==> src/rtl/pcicfg_pkg.sv <==
// ----------------------------------------------------------------------------
// pcicfg_pkg: shared types and constants of the PCI configuration access block
// Command and status codes, I/O port numbers, reset values and the record that
// carries one item from the access stage to the lane select stage.
// ----------------------------------------------------------------------------
package pcicfg_pkg;

  // Default configuration of the block
  localparam int unsigned MAX_DEVICES_DEF  = 8;
  localparam int unsigned CONFIG_BYTES_DEF = 256;
  localparam int unsigned PAGE_BYTES_DEF   = 4096;

  // I/O ports of configuration mechanism 1
  localparam logic [15:0] ADDR_PORT = 16'h0CF8;
  localparam logic [15:0] DATA_PORT = 16'h0CFC;

  // Data value that arms the BAR0 size probe
  localparam logic [31:0] PROBE_VALUE = 32'hFFFF_FFFF;

  // Allocator reset values and limits
  localparam logic [16:0] IO_BASE_RESET = 17'h0A000;
  localparam logic [4:0]  IRQ_FIRST     = 5'd12;
  localparam logic [4:0]  IRQ_LIMIT     = 5'd16;

  // Header layout (dword indexes)
  localparam int unsigned HB_CLASS_DWORD = 2;   // class byte sits at offset 0x0B
  localparam logic [31:0] HB_CLASS_WORD  = 32'h0600_0000;
  localparam int unsigned BAR0_DWORD     = 4;   // offset 0x10
  localparam logic [5:0]  INTR_DWORD     = 6'd15; // offsets 0x3C/0x3D
  localparam logic [7:0]  INTR_PIN       = 8'h01;

  typedef enum logic [1:0] {
    CMD_IO_READ  = 2'd0,
    CMD_IO_WRITE = 2'd1,
    CMD_ADD_DEV  = 2'd2,
    CMD_LOAD_CFG = 2'd3
  } cmd_e;

  typedef enum logic [2:0] {
    ST_OK        = 3'd0,
    ST_UNHANDLED = 3'd1,
    ST_BAD_SIZE  = 3'd2,
    ST_FULL      = 3'd3,
    ST_NO_IRQ    = 3'd4
  } status_e;

  // One item on its way from the access stage to the lane select stage
  typedef struct packed {
    status_e     status;
    logic [2:0]  aslot;
    logic [16:0] abase;
    logic [3:0]  airq;
    logic        use_mem;   // result comes from the config memory dword
    logic [31:0] direct;    // result when use_mem is low
    logic [1:0]  off;       // byte offset within the dword
    logic [2:0]  size;
    logic [3:0]  lane_ok;   // byte lane lies inside config space
    logic        ovl_hit;   // interrupt line/pin bytes come from the overlay
    logic [15:0] ovl;
  } stage_t;

endpackage

==> src/rtl/pcicfg_lane.sv <==
// ----------------------------------------------------------------------------
// pcicfg_lane: byte lane select and result register
// Merges the interrupt overlay into the memory dword, picks the addressed
// bytes and holds the finished result until the output side takes it.
// ----------------------------------------------------------------------------
module pcicfg_lane (
  input  logic               clk_i,
  input  logic               rst_ni,
  input  logic               s1_go_i,
  input  pcicfg_pkg::stage_t stage_i,
  input  logic [31:0]        ram_rdata_i,
  output logic               s2_free_o,
  output logic               out_valid_o,
  input  logic               out_stall_i,
  output logic [31:0]        read_data_o,
  output logic [2:0]         status_o,
  output logic [2:0]         assigned_slot_o,
  output logic [16:0]        assigned_io_base_o,
  output logic [3:0]         assigned_irq_o
);

  import pcicfg_pkg::*;

  logic        s2_v_q;
  stage_t      s2_q;
  logic        out_v_q;
  logic        out_ready;
  logic [31:0] word;
  logic [31:0] sel;
  logic [31:0] rdata;

  assign out_ready = !out_v_q || !out_stall_i;
  assign s2_free_o = !s2_v_q || out_ready;

  always_comb begin
    logic [1:0] k;
    word = ram_rdata_i;
    if (s2_q.ovl_hit) begin
      word[15:0] = s2_q.ovl;
    end
    for (int i = 0; i < 4; i++) begin
      k = s2_q.off + 2'(i);
      if ((3'(i) < s2_q.size) && s2_q.lane_ok[k]) begin
        sel[i*8 +: 8] = word[{k, 3'b000} +: 8];
      end else begin
        sel[i*8 +: 8] = 8'h00;
      end
    end
  end

  assign rdata = s2_q.use_mem ? sel : s2_q.direct;

  always_ff @(posedge clk_i or negedge rst_ni) begin
    if (!rst_ni) begin
      s2_v_q  <= 1'b0;
      out_v_q <= 1'b0;
    end else begin
      if (s2_free_o) begin
        s2_v_q <= s1_go_i;
      end
      if (out_ready) begin
        out_v_q <= s2_v_q;
      end
    end
  end

  always_ff @(posedge clk_i) begin
    if (s1_go_i) begin
      s2_q <= stage_i;
    end
    if (out_ready && s2_v_q) begin
      read_data_o        <= rdata;
      status_o           <= s2_q.status;
      assigned_slot_o    <= s2_q.aslot;
      assigned_io_base_o <= s2_q.abase;
      assigned_irq_o     <= s2_q.airq;
    end
  end

  assign out_valid_o = out_v_q;

endmodule

==> config.mk <==
export PLATFORM = sky130hd
export DESIGN_NAME = pcicfg_lane
export DESIGN_NICKNAME = d
export VERILOG_FILES = /design/src/rtl/pcicfg_pkg.sv /design/src/rtl/pcicfg_lane.sv
export SDC_FILE = /design/constraint.sdc
export NUM_CORES = 1
export LEC_CHECK = 0
export BUFFER_PORTS_ARGS = -buffer_cell sky130_fd_sc_hd__buf_4
export CORE_MARGIN = 2
export CORE_UTILIZATION = 40
export DETAILED_ROUTE_END_ITERATION = 8
export GPL_TIMING_DRIVEN = 0
export PLACE_DENSITY = 0.72
export SLEW_MARGIN = 20
export SYNTH_ARGS = -nofsm -noshare
export SYNTH_HDL_FRONTEND = slang
export SYNTH_SLANG_ARGS = --single-unit
export TNS_END_PERCENT = 20
==> constraint.sdc <==
create_clock -name clk_i -period 4.8 [get_ports clk_i]
set_input_delay 0.24 -clock clk_i [delete_from_list [all_inputs] [get_ports clk_i]]
set_output_delay 0.24 -clock clk_i [all_outputs]
set_load 0.1 [all_outputs]
Yosys cells after proc, flatten, opt, wreduce, memory -nomap -nowiden

Index checks and enable logic that the tools add are counted.

Bits in registers: 147
Input bits: 122
Output and inout bits: 61

Add/sub/neg operators: 3
Magnitude comparators: 8
Shift-type cells: 4
Muxes and demuxes: 14
Reduce and logical (&&, ||, !) cells: 10

Operators by type and width:

| operator                                                             | count |
|---|---|
| 32-bit by 6-bit variable part select with 8-bit output               | 4 |
| 32-bit 2-to-1 mux                                                    | 1 |
| 8-bit 2-to-1 mux                                                     | 4 |
| 16-bit 2-to-1 mux                                                    | 1 |
| 2-bit by 3-bit < comparator with 1-bit output, second input constant | 4 |
| 1-bit binary-select mux with 2-bit select                            | 4 |
| 1-bit by 3-bit < comparator with 1-bit output, first input constant  | 2 |
| 2-bit by 3-bit < comparator with 1-bit output, first input constant  | 2 |
| 1-bit logical AND                                                    | 5 |
| 2-bit adder, second input constant                                   | 2 |
| 1-bit 2-to-1 mux                                                     | 4 |
| 1-bit zero test                                                      | 3 |
| 2-bit by 1-bit adder with 2-bit output, second input constant        | 1 |
| 1-bit logical OR                                                     | 2 |

Logic depth before layout (Yosys ltp)

Gate-level depths: netlist of the first run.

Depth after elaboration: 6
Gate-level depth with buffers: 5
Gate-level depth less buffers: 3

Least setup slack after synthesis of the first run

OpenSTA, ideal clock, no wires.

Path type: reg-to-reg
Start point: reg out_v_q (netlist: out_valid_o)
End point: reg assigned_io_base_o[0], enable pin
Library setup time: 0.565 ns
Arrival: 5.187 ns
Path slack: -0.952 ns
Cell stages (with the launch flop): 2
Path buffers: 0
Period minus slack after synthesis: 5.752 ns
Path through: dfrtp_1 a21boi_0

Longest elaborated chain between the ends: 3

RTL lines:

| item                     | RTL line          | source |
|---|---|---|
| start: declaration       | pcicfg_lane.sv:26 | `logic out_v_q;` |
| start signal: assignment | pcicfg_lane.sv:62 | `out_v_q <= s2_v_q;` |
| 1-bit zero test          | pcicfg_lane.sv:32 | `assign out_ready = !out_v_q \|\| !out_stall_i;` |
| 1-bit logical OR         | pcicfg_lane.sv:32 |  |
| 1-bit logical AND        | pcicfg_lane.sv:71 | `if (out_ready && s2_v_q) begin` |
| end signal: assignment   | pcicfg_lane.sv:75 | `assigned_io_base_o <= s2_q.abase;` |
| end: declaration         | pcicfg_lane.sv:18 | `output logic [16:0] assigned_io_base_o,` |

No other way between the ends.
A chain may end at the register's enable or synchronous reset.

Worst setup path after layout of the first run

Start point: reg s2_q[25] (netlist name)
End point: reg read_data_o[7] (data pin)

Longest elaborated chain between the ends: 5
Elaborated cells between the ends (all ways): 6
Classes of those cells: shift: 1; mux: 4; reduce/logical: 1

RTL lines:

| item                                                                                           | RTL line          | source |
|---|---|---|
| start: declaration                                                                             | pcicfg_lane.sv:25 | `stage_t s2_q;` |
| start signal: assignment                                                                       | pcicfg_lane.sv:69 | `s2_q <= stage_i;` |
| branches (longest 3 deep; another with 32-bit by 6-bit variable part select with 8-bit output) | -                 |  |
| 8-bit 2-to-1 mux *                                                                             | pcicfg_lane.sv:43 | `if ((3'(i) < s2_q.size) && s2_q.lane_ok[k]) begin` |
| 32-bit 2-to-1 mux *                                                                            | pcicfg_lane.sv:51 | `assign rdata = s2_q.use_mem ? sel : s2_q.direct;` |
| named net rdata[7]                                                                             | pcicfg_lane.sv:30 | `logic [31:0] rdata;` |
| end signal: assignment                                                                         | pcicfg_lane.sv:72 | `read_data_o <= rdata;` |
| end: declaration                                                                               | pcicfg_lane.sv:15 | `output logic [31:0] read_data_o,` |

Mark *: on every way through the listed nets, which the timed path passes. The select of a mux whose other input is x is not followed.

==> impl_table.tex, run 1 <==
\begin{tabular}{lr}
\hline
Metric & Value \\
\hline
\multicolumn{2}{l}{\textbf{Global route}} \\
\quad Routing layer with the top usage in global route & met2 \\
\quad Antenna violations before repair & 0 \\
\quad Met3 track utilization from global routing & 0.0422 \\
\quad Wire length of the first global-routing pass & 22.6 mm \\
\quad All-Layer GR Usage & 0.187 \\
\quad Vias in the first global route & 4225 \\
\quad Met1 capacity usage during global routing & 0.228 \\
\quad Global route total overflow & 0 \\
\quad Met2 track demand over resource in global routing & 0.324 \\
\quad Pin count of the biggest net entering global routing & 88 \\
\multicolumn{2}{l}{\textbf{Die}} \\
\quad Total I/O pin count & 183 \\
\quad Number of placement rows & 45 \\
\quad Die outline width & 128 um \\
\quad Effective utilization at floorplan & 0.406 \\
\quad Die height & 128 um \\
\quad Die footprint & 16300 um\^{}2 \\
\quad Core Region & 15100 um\^{}2 \\
\multicolumn{2}{l}{\textbf{Route}} \\
\quad DRC viols & 0 \\
\quad Via/cell ratio & 4.89 \\
\quad Number of nets still failing antenna checks after routing & 0 \\
\quad Total wire length after detailed routing & 14.7 mm \\
\quad Detailed Routing Iterations Pass 1 & 4 \\
\quad Detailed-route wire length per cell & 18.5 um \\
\quad Starting DRT DRC Count & 264 \\
\quad Vias post-DR & 3870 \\
\multicolumn{2}{l}{\textbf{CTS}} \\
\quad Clk Tree Root Cell & clkbuf\_16 \\
\quad Gates resized, CTS repair & 0 \\
\quad Clock Path Buffers & 2 \\
\quad Source-to-sink clock delay at the later pin of the worst-skew pair & 0.42 ns \\
\quad Count of hold-fix buffers inserted at cts & 86 \\
\quad Clock tree sinks & 147 \\
\quad Register clock-pin slew on the reported worst setup and hold paths & 0.06 ns \\
\quad Total clock buffers created by CTS & 17 \\
\quad TritonCTS clock tree & yes \\
\quad Level count of the clock H-tree & 4 \\
\quad Post-CTS Setup Inserts & 0 \\
\multicolumn{2}{l}{\textbf{Worst setup path}} \\
\quad Worst endpoint required time & 5.05 ns \\
\quad Category of the most critical setup path & reg -> reg \\
\quad Critical path peak fanout & 10 \\
\quad Startpoint types & flop \\
\quad Data arrival time of the critical path & 2.07 ns \\
\quad Critical Path End Type & flop \\
\multicolumn{2}{l}{\textbf{Yosys}} \\
\quad Average cell area after synthesis & 20.3 um\^{}2 \\
\quad Yosys warning count & 0 \\
\quad Post-synthesis sequential area ratio & 0.719 \\
\quad Unique cell type count in the Yosys netlist & 19 \\
\quad Number of storage elements in the synthesis netlist & 147 \\
\quad Area of the mapped netlist & 6120 um\^{}2 \\
\quad Mapped Cells & 302 \\
\quad Nets in the synthesized netlist & 424 \\
\multicolumn{2}{l}{\textbf{STA}} \\
\quad Final clock period utilization by the worst path & 0.379 \\
\quad Final count of pins violating max slew & 0 \\
\quad Slew at the pin closest to its max-slew limit & 0.794 ns \\
\quad Setup clock skew after layout & 0.00832 ns \\
\quad Min setup slack post-route & 2.98 ns \\
\quad Hold Violations, Final & 0 \\
\quad RSZ-0062 raised after global routing & no \\
\quad Highest Clock Rate & 550 MHz \\
\quad Finish-stage setup viols & 0 \\
\quad Minimum clock period & 1.82 ns \\
\quad Slew HR & 0.470 \\
\multicolumn{2}{l}{\textbf{Placed design}} \\
\quad Weighted congestion reported at the end of routability-driven placement & 0.768 \\
\quad Cell area reported after detailed placement & 7820 um\^{}2 \\
\quad Post-placement worst setup slack & 3.01 ns \\
\quad Half-perimeter wire length of the detailed placement result & 9.78 mm \\
\quad Port buffer count & 182 \\
\multicolumn{2}{l}{\textbf{Layout}} \\
\quad Share of cells above drive strength 1 & 0.483 \\
\quad Utilization of the core after routing & 0.614 \\
\quad Synthesis-to-layout area growth & 51.2\% \\
\quad Design Area, Final & 9260 um\^{}2 \\
\quad Number of antenna repair diodes & 0 \\
\quad Total Nets Final & 714 \\
\multicolumn{2}{l}{\textbf{Power and ir drop}} \\
\quad Total power & 3.76 mW \\
\quad Power Density & 406 nW/um\^{}2 \\
\quad Maximum ir drop on the vdd rail & 232 uV \\
\quad Leakage & 3.76 nW \\
\multicolumn{2}{l}{\textbf{Outcome}} \\
\quad Run status & completed \\
\multicolumn{2}{l}{\textbf{Min path}} \\
\quad Path class of the lowest-slack min-delay path & in -> reg \\
\multicolumn{2}{l}{\textbf{Run}} \\
\quad Max-cap viol count & 0 \\
\hline
\end{tabular}
-- power breakdown --
part           leakage [nW]  internal, mW  total (mW)  switching (mW)
clock network         0.277         0.809        1.30           0.494
registers              1.44          1.55        1.58          0.0356
logic                  2.04         0.311       0.873           0.562
total                  3.76          2.67        3.76            1.09
-- logic make-up after synthesis --
group | after synthesis | synth area share
buffers and inverters | 62 | 0.0460
AOI/OAI and AO/OA | 37 | 0.0713
DFF | 147 | 0.719
and+or+nand+nor | 4 | 0.00511
muxes | 52 | 0.159
-- layer usage --
metal,vias up,share of wire
met3,23,0.063
met5,-,0
met4,0,0.019
met1,1891,0.40
met2,168,0.52
li1,1788,-
-- metrics by stage --
stage / hold slack [ns] / TNS (ns) / instances
after floorplan: -0.0556 / 0 / 302
after global placement: 0.0217 / -19.52 / 672
after detailed placement: 0.0230 / 0 / 675
after CTS: 0.00163 / 0 / 792
after global routing: 0.000181 / 0 / 792
final: 0.0199 / 0 / 792
-- cell usage after synthesis --
library cell | n | share of area
a21boi_0 | 1 | 0.0012
a21o_1 | 2 | 0.0025
buf_12 | 1 | 0.0033
buf_2 | 5 | 0.0041
buf_4 | 3 | 0.0037
buf_6 | 2 | 0.0037
clkbuf_1 | 3 | 0.0018
dfrtp_1 | 2 | 0.0082
edfxtp_1 | 145 | 0.71
inv_1 | 48 | 0.029
mux2i_1 | 16 | 0.026
mux4_2 | 36 | 0.13
nand2b_1 | 1 | 0.0010
nand3_1 | 1 | 0.00082
nand3_2 | 2 | 0.0033
o211ai_2 | 1 | 0.0020
o22ai_1 | 4 | 0.0041
o22ai_2 | 28 | 0.057
o311ai_4 | 1 | 0.0043
-- flip-flops by register name (all words and copies together), names as in the netlist --
signal              flops
out_valid_o             1
s2_v_q                  1
assigned_slot_o         3
assigned_io_base_o     17
status_o                3
s2_q                   86
assigned_irq_o          4
read_data_o            32
-- cell type report --
type	instances	area, um^2
Clock inverter	11	138
Timing Repair Buffer	271	2310
Multi-Input combinational cell	93	1450
Buffer	14	101
Inverter	48	180
Fill cell	1105	5830
Sequential cell	147	4400
Clock buffer	20	437
Tap cell	188	235
-- layout by cell type, fill, tap and decap left out, types with 2 or more instances in the layout --
cell and count:
bufinv_16 3, buf_6 3, dfrtp_1 2, mux2i_1 16, inv_1 48, buf_16 3, nand3_2 2, dlygate4sd3_1 86
clkbuf_1 6, a21o_1 2, buf_4 184, clkinv_2 4, clkbuf_16 17, o22ai_1 4, edfxtp_1 145, buf_2 5
o22ai_2 28, clkinvlp_4 2, mux4_2 36
-- final timing paths --
kind | start | to | slack [ns] | cells after the start
max | s2_q[25]$_DFFE_PP_ | read_data_o[7]$_DFFE_PP_ | 2.98 | 5
min | stage_i[50] | s2_q[50]$_DFFE_PP_ | 0.02 | 1
max reg2reg | s2_q[25]$_DFFE_PP_ | read_data_o[7]$_DFFE_PP_ | 2.98 | 5
min reg2reg | s2_q[66]$_DFFE_PP_ | assigned_io_base_o[3]$_DFFE_PP_ | 0.42 | 0
max in group asynchronous | rst_ni | s2_v_q$_DFFE_PN0P_ | 4.57 | 2
min in group asynchronous | rst_ni | out_valid_o$_DFFE_PN0N_ | 0.14 | 2
-- worst max-delay path, cell delays in order, from the launching register on --
cell	delay [ns]
edfxtp_1	0.34
buf_6	0.16
buf_2	0.30
buf_2	0.33
mux4_2	0.39
o22ai_1	0.14
(Power assumes the default switching activity.)
==> run 2: changes to the inputs <==
ABC_AREA = 1   (was unset)
PLACE_DENSITY = 0.7   (was 0.72)
clock period = 1.75 ns   (was 4.8 ns; I/O delays follow)
==> impl_table.tex, run 2 <==
\begin{tabular}{lr}
\hline
Metric & Value \\
\hline
\multicolumn{2}{l}{\textbf{Die}} \\
\quad Die height & 126 um (was 128 um) \\
\quad Die footprint & 15900 um\^{}2 (was 16300 um\^{}2) \\
\quad Core Region & 14600 um\^{}2 (was 15100 um\^{}2) \\
\quad Total I/O pin count & 183 (unchanged) \\
\quad Die outline width & 126 um (was 128 um) \\
\quad Effective utilization at floorplan & 0.410 (was 0.406) \\
\quad Number of placement rows & 44 (was 45) \\
\multicolumn{2}{l}{\textbf{Layout}} \\
\quad Utilization of the core after routing & 0.629 (was 0.614) \\
\quad Number of flip-flops in the largest register & 86 (unchanged) \\
\quad Most frequent cells in the layout & 205 x nand2\_1, 187 x buf\_4, 145 x edfxtp\_1, 89 x dlygate4sd3\_1, 66 x nand3\_1 (was 184 x buf\_4, 145 x edfxtp\_1, 86 x dlygate4sd3\_1, 48 x inv\_1, 36 x mux4\_2) \\
\quad Number of antenna repair diodes & 0 (unchanged) \\
\quad Design Area, Final & 9180 um\^{}2 (was 9260 um\^{}2) \\
\quad Share of cells above drive strength 1 & 0.301 (was 0.483) \\
\quad Final cell count without fillers & 998 (was 792) \\
\quad Total Nets Final & 923 (was 714) \\
\quad Leading registers by flop count & s2\_q (86), read\_data\_o (32), assigned\_io\_base\_o (17) (unchanged) \\
\quad Synthesis-to-layout area growth & 53.6\% (was 51.2\%) \\
\quad Leading cell type in the layout, fill and taps excluded & nand2\_1 (was buf\_4) \\
\quad Filler cell count & 1123 (was 1105) \\
\quad Largest register by flop count & s2\_q (unchanged) \\
\multicolumn{2}{l}{\textbf{Yosys}} \\
\quad Post-synthesis sequential area ratio & 0.737 (was 0.719) \\
\quad Async set or reset register ratio after synthesis & 0.0136 (unchanged) \\
\quad Post-synth top area share & 0.729 (was 0.711) \\
\quad Yosys top cell by area & edfxtp\_1 (unchanged) \\
\quad Yosys warning count & 0 (unchanged) \\
\quad Top cells by instance count after synthesis & 206 x nand2\_1, 145 x edfxtp\_1, 66 x nand3\_1 (was 145 x edfxtp\_1, 48 x inv\_1, 36 x mux4\_2) \\
\quad Number of storage elements in the synthesis netlist & 147 (unchanged) \\
\quad Unique cell type count in the Yosys netlist & 22 (was 19) \\
\quad Area of the mapped netlist & 5980 um\^{}2 (was 6120 um\^{}2) \\
\quad Average cell area after synthesis & 11.8 um\^{}2 (was 20.3 um\^{}2) \\
\quad Most used standard cell by instance count after synthesis & nand2\_1 (was edfxtp\_1) \\
\quad Mapped Cells & 505 (was 302) \\
\quad Nets in the synthesized netlist & 627 (was 424) \\
\quad Cells taking the most area after synthesis & edfxtp\_1 73\%, nand2\_1 13\%, nand3\_1 5.5\%, and2\_1 0.84\%, dfrtp\_1 0.84\% (was edfxtp\_1 71\%, mux4\_2 13\%, o22ai\_2 5.7\%, inv\_1 2.9\%, mux2i\_1 2.6\%) \\
\quad Most instantiated flip-flop cell in the synthesis netlist & edfxtp\_1 (unchanged) \\
\quad EDFF count, synth & 145 (unchanged) \\
\multicolumn{2}{l}{\textbf{CTS}} \\
\quad Source-to-sink clock delay at the later pin of the worst-skew pair & 0.43 ns (was 0.42 ns) \\
\quad Level count of the clock H-tree & 4 (unchanged) \\
\quad Clock tree sinks & 147 (unchanged) \\
\quad TritonCTS clock tree & yes (unchanged) \\
\quad Total clock buffers created by CTS & 17 (unchanged) \\
\quad Clk Tree Root Cell & clkbuf\_16 (unchanged) \\
\quad Clock Path Buffers & 2 (unchanged) \\
\quad Register clock-pin slew on the reported worst setup and hold paths & 0.06 ns (about the same) \\
\multicolumn{2}{l}{\textbf{STA}} \\
\quad Final count of pins violating max slew & 0 (unchanged) \\
\quad Final clock period utilization by the worst path & 0.940 (was 0.379) \\
\quad RSZ-0062 raised after global routing & no (unchanged) \\
\quad Minimum clock period & 1.64 ns (was 1.82 ns) \\
\quad Hold Violations, Final & 0 (unchanged) \\
\quad Setup clock skew after layout & 0.00975 ns (was 0.00832 ns) \\
\quad Finish-stage setup viols & 0 (unchanged) \\
\quad Highest Clock Rate & 608 MHz (was 550 MHz) \\
\quad Slew at the pin closest to its max-slew limit & 0.816 ns (was 0.794 ns) \\
\quad Slew HR & 0.456 (was 0.470) \\
\multicolumn{2}{l}{\textbf{Worst setup path}} \\
\quad Worst endpoint required time & 1.92 ns (was 5.05 ns) \\
\quad Category of the most critical setup path & reg -> reg (unchanged) \\
\quad Gate family responsible for the most delay along the worst path & simple AND/OR/NAND/NOR gates (was buffers and inverters) \\
\quad Cells along the critical path & buf\_6 > inv\_4 > buf\_2 > nand3\_1 > nand2\_1 > nand2\_1 > nand3\_1 > nand2\_1 (was buf\_6 > buf\_2 > buf\_2 > mux4\_2 > o22ai\_1) \\
\quad CP max-delay cell & edfxtp\_1 (was mux4\_2) \\
\quad Startpoint types & flop (unchanged) \\
\quad Data arrival time of the critical path & 1.82 ns (was 2.07 ns) \\
\quad Critical path buffer and inverter count & 3 (unchanged) \\
\quad Largest stage delay on the critical path & 0.38 ns (was 0.39 ns) \\
\quad Critical path peak fanout & 10 (unchanged) \\
\quad Worst path most repeated cell & nand2\_1 (was buf\_2) \\
\quad Critical Path End Type & flop (unchanged) \\
\multicolumn{2}{l}{\textbf{Power and ir drop}} \\
\quad Leakage & 3.93 nW (was 3.76 nW) \\
\quad Maximum ir drop on the vdd rail & 692 uV (was 232 uV) \\
\quad Power Density & 1150 nW/um\^{}2 (was 406 nW/um\^{}2) \\
\multicolumn{2}{l}{\textbf{Min path}} \\
\quad Path class of the lowest-slack min-delay path & in -> reg (unchanged) \\
\multicolumn{2}{l}{\textbf{Route}} \\
\quad Detailed-route wire length per cell & 17.3 um (was 18.5 um) \\
\quad Detailed Routing Iterations Pass 1 & 6 (was 4) \\
\quad Total wire length after detailed routing & 17.3 mm (was 14.7 mm) \\
\quad Number of nets still failing antenna checks after routing & 0 (unchanged) \\
\quad Vias post-DR & 4807 (was 3870) \\
\quad DRC viols & 0 (unchanged) \\
\quad Via/cell ratio & 4.82 (was 4.89) \\
\quad Starting DRT DRC Count & 461 (was 264) \\
\multicolumn{2}{l}{\textbf{Global route}} \\
\quad Routing layer with the top usage in global route & met2 (unchanged) \\
\quad Global route total overflow & 0 (unchanged) \\
\quad Antenna violations before repair & 0 (unchanged) \\
\quad Met2 track demand over resource in global routing & 0.385 (was 0.324) \\
\quad Met1 capacity usage during global routing & 0.270 (was 0.228) \\
\quad All-Layer GR Usage & 0.221 (was 0.187) \\
\quad Met3 track utilization from global routing & 0.0450 (was 0.0422) \\
\quad Wire length of the first global-routing pass & 26.1 mm (was 22.6 mm) \\
\quad Pin count of the biggest net entering global routing & 88 (unchanged) \\
\quad Vias in the first global route & 4866 (was 4225) \\
\multicolumn{2}{l}{\textbf{Placed design}} \\
\quad Port buffer count & 182 (unchanged) \\
\quad Half-perimeter wire length of the detailed placement result & 11.8 mm (was 9.78 mm) \\
\quad Cell area reported after detailed placement & 7630 um\^{}2 (was 7820 um\^{}2) \\
\quad Number of cells in the design after placement & 873 (was 675) \\
\quad Weighted congestion reported at the end of routability-driven placement & 0.928 (was 0.768) \\
\multicolumn{2}{l}{\textbf{Run}} \\
\quad Max-cap viol count & 0 (unchanged) \\
\multicolumn{2}{l}{\textbf{Outcome}} \\
\quad Run status & completed (unchanged) \\
\hline
\end{tabular}
## run 2: changes by cell type after synthesis, moves of 16 or more
cell	previous run	this run
mux4_2	36	0
nand2_1	0	206
inv_1	48	10
mux2i_1	16	0
o22ai_2	28	0
nand3_1	1	66
## run 2: worst paths after layout
check | from | end | slack (ns) | cells past startpoint
max | s2_q[24]$_DFFE_PP_ | read_data_o[7]$_DFFE_PP_ | 0.11 | 8
min | ram_rdata_i[22] | read_data_o[30]$_DFFE_PP_ | 0.20 | 5
max reg2reg | s2_q[24]$_DFFE_PP_ | read_data_o[7]$_DFFE_PP_ | 0.11 | 8
min reg2reg | s2_q[74]$_DFFE_PP_ | assigned_io_base_o[11]$_DFFE_PP_ | 0.42 | 0
max in group asynchronous | rst_ni | out_valid_o$_DFFE_PN0N_ | 1.05 | 3
min in group asynchronous | rst_ni | out_valid_o$_DFFE_PN0N_ | 0.55 | 3
## run 2: what timing repair did
| item | CTS | global route |
|---|---|---|
| endpoints found under the setup margin | 0 | 44 |
| gates resized for setup | 0 | 1 |
| buffers inserted | 0 | 4 |
| hold buffers | 89 | 0 |
| hold endpoints to repair | 89 | 0 |
## run 2: routing by layer
layer | share of wire | wire, um
met4 | 0.027 | 459
met2 | 0.52 | 8940
met3 | 0.054 | 928
met1 | 0.40 | 6940
met5 | 0 | 0
## run 2: cell type report
class                      count  area, um^2  area share
sequential                   147        4410       0.480
timing repair buffer         277        2340       0.255
multi-input combinational    325        1410       0.154
clock buffer                  20         437      0.0476
tap                          184         230      0.0251
clock inverter                12         179      0.0195
buffer                        19         113      0.0123
inverter                      14        57.6     0.00627
## run 2: worst reg2reg max path, delay by kind of cell, from the launching register on
kind	cells	cell delay, ns
AND/OR/NAND/NOR	5	0.57
buffers and inverters	3	0.45
flip-flops	1	0.38
## run 2: logic make-up (layout without fill, tap and decap cells)
family          count (synthesis)  after routing  share of synthesized area
compound gates                 25             25                     0.0209
buf+inv                        33            342                     0.0281
flops                         147            147                      0.737
simple gates                  300            300                      0.214
## run 2: report_power, final
part           total, mW  internal [mW]  switching (mW)
logic               2.37          0.698            1.67
registers           4.35           4.25           0.104
clock network       3.81           2.39            1.42
total               10.5           7.33            3.20
## run 2: metrics by stage
step | TNS (ns) | setup slack (ns) | power, mW | hold WS, ns
2_1_floorplan | -19.43 | -0.329 | 5.89 | -0.208
3_3_place_gp | -27.32 | -0.472 | 6.54 | -0.129
3_5_place_dp | 0 | 0.0309 | 6.59 | -0.127
4_1_cts | 0 | 0.0127 | 10.5 | 0.188
5_1_grt | 0 | 0.00971 | 10.9 | 0.217
6_report | 0 | 0.105 | 10.5 | 0.205
==> run 3: changes to the inputs <==
REMOVE_ABC_BUFFERS = 1   (was unset)
==> impl_table.tex, run 3 (synthesis gave the netlist of run 2 again) <==
\begin{tabular}{lr}
\hline
Metric & Value \\
\hline
\multicolumn{2}{l}{\textbf{STA}} \\
\quad Hold Violations, Final & 0 (unchanged) \\
\quad Final count of pins violating max slew & 0 (unchanged) \\
\quad Slew at the pin closest to its max-slew limit & 0.798 ns (was 0.816 ns) \\
\quad Final clock period utilization by the worst path & 0.982 (was 0.940) \\
\quad Highest Clock Rate & 582 MHz (was 608 MHz) \\
\quad Worst hold slack & 0.136 ns (was 0.205 ns) \\
\quad Minimum clock period & 1.72 ns (was 1.64 ns) \\
\quad Setup clock skew after layout & 0.0113 ns (was 0.00975 ns) \\
\quad Min setup slack post-route & 0.0307 ns (was 0.105 ns) \\
\quad Finish-stage setup viols & 0 (unchanged) \\
\quad Slew HR & 0.468 (was 0.456) \\
\quad RSZ-0062 raised after global routing & yes (was no) \\
\multicolumn{2}{l}{\textbf{Route}} \\
\quad Detailed Routing Iterations Pass 1 & 4 (was 6) \\
\quad Total wire length after detailed routing & 16.4 mm (was 17.3 mm) \\
\quad Vias post-DR & 4802 (was 4807) \\
\quad Via/cell ratio & 4.86 (was 4.82) \\
\quad Number of nets still failing antenna checks after routing & 0 (unchanged) \\
\quad Detailed-route wire length per cell & 16.6 um (was 17.3 um) \\
\quad DRC viols & 0 (unchanged) \\
\quad Starting DRT DRC Count & 292 (was 461) \\
\multicolumn{2}{l}{\textbf{CTS}} \\
\quad Clock Path Buffers & 2 (unchanged) \\
\quad Total clock buffers created by CTS & 17 (unchanged) \\
\quad Level count of the clock H-tree & 4 (unchanged) \\
\quad TritonCTS clock tree & yes (unchanged) \\
\quad Clock tree sinks & 147 (unchanged) \\
\quad Clk Tree Root Cell & clkbuf\_16 (unchanged) \\
\quad Register clock-pin slew on the reported worst setup and hold paths & 0.06 ns (about the same) \\
\quad Source-to-sink clock delay at the later pin of the worst-skew pair & 0.42 ns (was 0.43 ns) \\
\multicolumn{2}{l}{\textbf{Die}} \\
\quad Die footprint & 15900 um\^{}2 (unchanged) \\
\quad Effective utilization at floorplan & 0.410 (unchanged) \\
\quad Total I/O pin count & 183 (unchanged) \\
\quad Number of placement rows & 44 (unchanged) \\
\quad Die height & 126 um (unchanged) \\
\quad Die outline width & 126 um (unchanged) \\
\quad Core Region & 14600 um\^{}2 (unchanged) \\
\multicolumn{2}{l}{\textbf{Worst setup path}} \\
\quad Worst path most repeated cell & nand2\_1 (unchanged) \\
\quad Startpoint types & flop (unchanged) \\
\quad Largest stage delay on the critical path & 0.47 ns (was 0.38 ns) \\
\quad Cells along the critical path & buf\_12 > inv\_16 > nand2\_1 > nand2\_1 > nand2\_1 > nand2\_1 > nor2\_4 > buf\_12 > nand3\_1 > nand2\_1 (was buf\_6 > inv\_4 > buf\_2 > nand3\_1 > nand2\_1 > nand2\_1 > nand3\_1 > nand2\_1) \\
\quad Category of the most critical setup path & reg -> reg (unchanged) \\
\quad Critical path peak fanout & 35 (was 10) \\
\quad Critical Path End Type & flop (unchanged) \\
\quad Worst endpoint required time & 1.92 ns (about the same) \\
\quad Data arrival time of the critical path & 1.89 ns (was 1.82 ns) \\
\quad CP max-delay cell & edfxtp\_1 (unchanged) \\
\multicolumn{2}{l}{\textbf{Global route}} \\
\quad Pin count of the biggest net entering global routing & 88 (unchanged) \\
\quad Antenna violations before repair & 0 (unchanged) \\
\quad All-Layer GR Usage & 0.204 (was 0.221) \\
\quad Global route total overflow & 0 (unchanged) \\
\quad Wire length of the first global-routing pass & 24.5 mm (was 26.1 mm) \\
\quad Vias in the first global route & 4873 (was 4866) \\
\multicolumn{2}{l}{\textbf{Outcome}} \\
\quad Run status & completed (unchanged) \\
\multicolumn{2}{l}{\textbf{Power and ir drop}} \\
\quad Leakage & 3.95 nW (was 3.93 nW) \\
\quad Combinational share of power & 0.232 (was 0.225) \\
\quad Total power & 10.4 mW (was 10.5 mW) \\
\quad Proportion of power drawn by the clock network & 0.348 (was 0.362) \\
\quad Sw Ratio & 0.306 (was 0.303) \\
\quad Maximum ir drop on the vdd rail & 667 uV (was 692 uV) \\
\quad Switching power of the nets & 3.17 mW (was 3.20 mW) \\
\quad Power Density & 1120 nW/um\^{}2 (was 1150 nW/um\^{}2) \\
\quad Int Power & 7.19 mW (was 7.33 mW) \\
\quad Part of the total power dissipated in sequential elements & 0.420 (was 0.413) \\
\multicolumn{2}{l}{\textbf{Layout}} \\
\quad Total Nets Final & 913 (was 923) \\
\quad Most frequent cells in the layout & 204 x nand2\_1, 189 x buf\_4, 145 x edfxtp\_1, 89 x dlygate4sd3\_1, 58 x nand3\_1 (was 205 x nand2\_1, 187 x buf\_4, 145 x edfxtp\_1, 89 x dlygate4sd3\_1, 66 x nand3\_1) \\
\quad Area of combinational cells with multiple inputs & 1470 um\^{}2 (was 1410 um\^{}2) \\
\quad Share of cells above drive strength 1 & 0.313 (was 0.301) \\
\quad Filler cell count & 1077 (was 1123) \\
\quad Number of flip-flops in the largest register & 86 (unchanged) \\
\quad Leading registers by flop count & s2\_q (86), read\_data\_o (32), assigned\_io\_base\_o (17) (unchanged) \\
\quad Leading cell type in the layout, fill and taps excluded & nand2\_1 (unchanged) \\
\quad Synthesis-to-layout area growth & 54.7\% (was 53.6\%) \\
\quad Largest register by flop count & s2\_q (unchanged) \\
\quad Register area & 4400 um\^{}2 (was 4410 um\^{}2) \\
\quad Number of antenna repair diodes & 0 (unchanged) \\
\quad Utilization of the core after routing & 0.634 (was 0.629) \\
\multicolumn{2}{l}{\textbf{Placed design}} \\
\quad Port buffer count & 182 (unchanged) \\
\quad Half-perimeter wire length of the detailed placement result & 10.4 mm (was 11.8 mm) \\
\quad Post-placement worst setup slack & -0.615 ns (was 0.0309 ns) \\
\quad Weighted congestion reported at the end of routability-driven placement & 0.867 (was 0.928) \\
\multicolumn{2}{l}{\textbf{Min path}} \\
\quad Path class of the lowest-slack min-delay path & in -> reg (unchanged) \\
\multicolumn{2}{l}{\textbf{Run}} \\
\quad Max-cap viol count & 0 (unchanged) \\
\hline
\end{tabular}
run 3: cell count changes in the layout (fill, tap and decap cells not counted), moves of 3 or more:
cell,delta
buf_2,-9
nand3_1,-8
nand3_2,+8
clkbuf_1,-6
buf_12,+4
clkinv_2,+4
buf_6,-3
clkbuf_8,+3
run 3: timing repair:
| item | CTS | global route |
|---|---|---|
| hold buffers | 89 | 0 |
| pin swaps | 4 | 6 |
| gates resized for setup | 9 | 12 |
| endpoints found under the setup margin | 32 | 29 |
| endpoints found under the hold margin | 89 | 0 |
| buffers inserted | 8 | 4 |
| cloned | 0 | 1 |
run 3: final timing paths:
path,startpoint,end,slack [ns],cells after the start
min reg2reg,s2_q[76]$_DFFE_PP_,assigned_io_base_o[13]$_DFFE_PP_,0.42,0
max reg2reg,s2_q[24]$_DFFE_PP_,read_data_o[1]$_DFFE_PP_,0.03,10
max in group asynchronous,rst_ni,out_valid_o$_DFFE_PN0N_,1.07,3
min,ram_rdata_i[31],read_data_o[31]$_DFFE_PP_,0.14,5
min in group asynchronous,rst_ni,s2_v_q$_DFFE_PN0P_,0.55,3
max,s2_q[24]$_DFFE_PP_,read_data_o[1]$_DFFE_PP_,0.03,10
run 3: final cells by class:
class / instances / area share
tap: 184 / 0.0249
sequential: 147 / 0.476
clock buffer: 20 / 0.0505
clock inverter: 12 / 0.0138
timing repair buffer: 286 / 0.268
multi-input combinational: 325 / 0.159
inverter: 14 / 0.00798
run 3: worst max-delay path, delay by kind of cell, from the launching register on:
kind	cells	cell delay, ns
buffers and inverters	3	0.44
flip-flops	1	0.47
AND/OR/NAND/NOR	7	0.53
run 3: metrics by stage:
stage / setup TNS [ns] / std cells / area [um^2]
after floorplan: -137.63 / 486 / 5860
after global placement: -201.79 / 852 / 7460
after detailed placement: -15.66 / 855 / 7530
after CTS: -0.0145 / 984 / 9140
after global routing: -0.0766 / 988 / 9250
final: 0 / 988 / 9250
run 3: layer usage:
| metal | wire (um) | vias up | track usage |
|---|---|---|---|
| li1 | - | 2320 | - |
| met1 | 6620 | 2270 | 0.240 |
| met5 | 0 | - | 0 |
| met2 | 8290 | 176 | 0.349 |
| met3 | 981 | 36 | 0.0552 |
| met4 | 465 | 0 | 0.0931 |
run 3: power by group through the flow:
stage	registers (mW)	logic, mW	clock network [mW]
floorplan	5.39	0.469	0
global placement	4.45	2.02	0
detailed placement	4.44	2.10	0
CTS	4.35	2.34	3.66
global route	4.37	2.53	3.79
finish	4.35	2.40	3.61
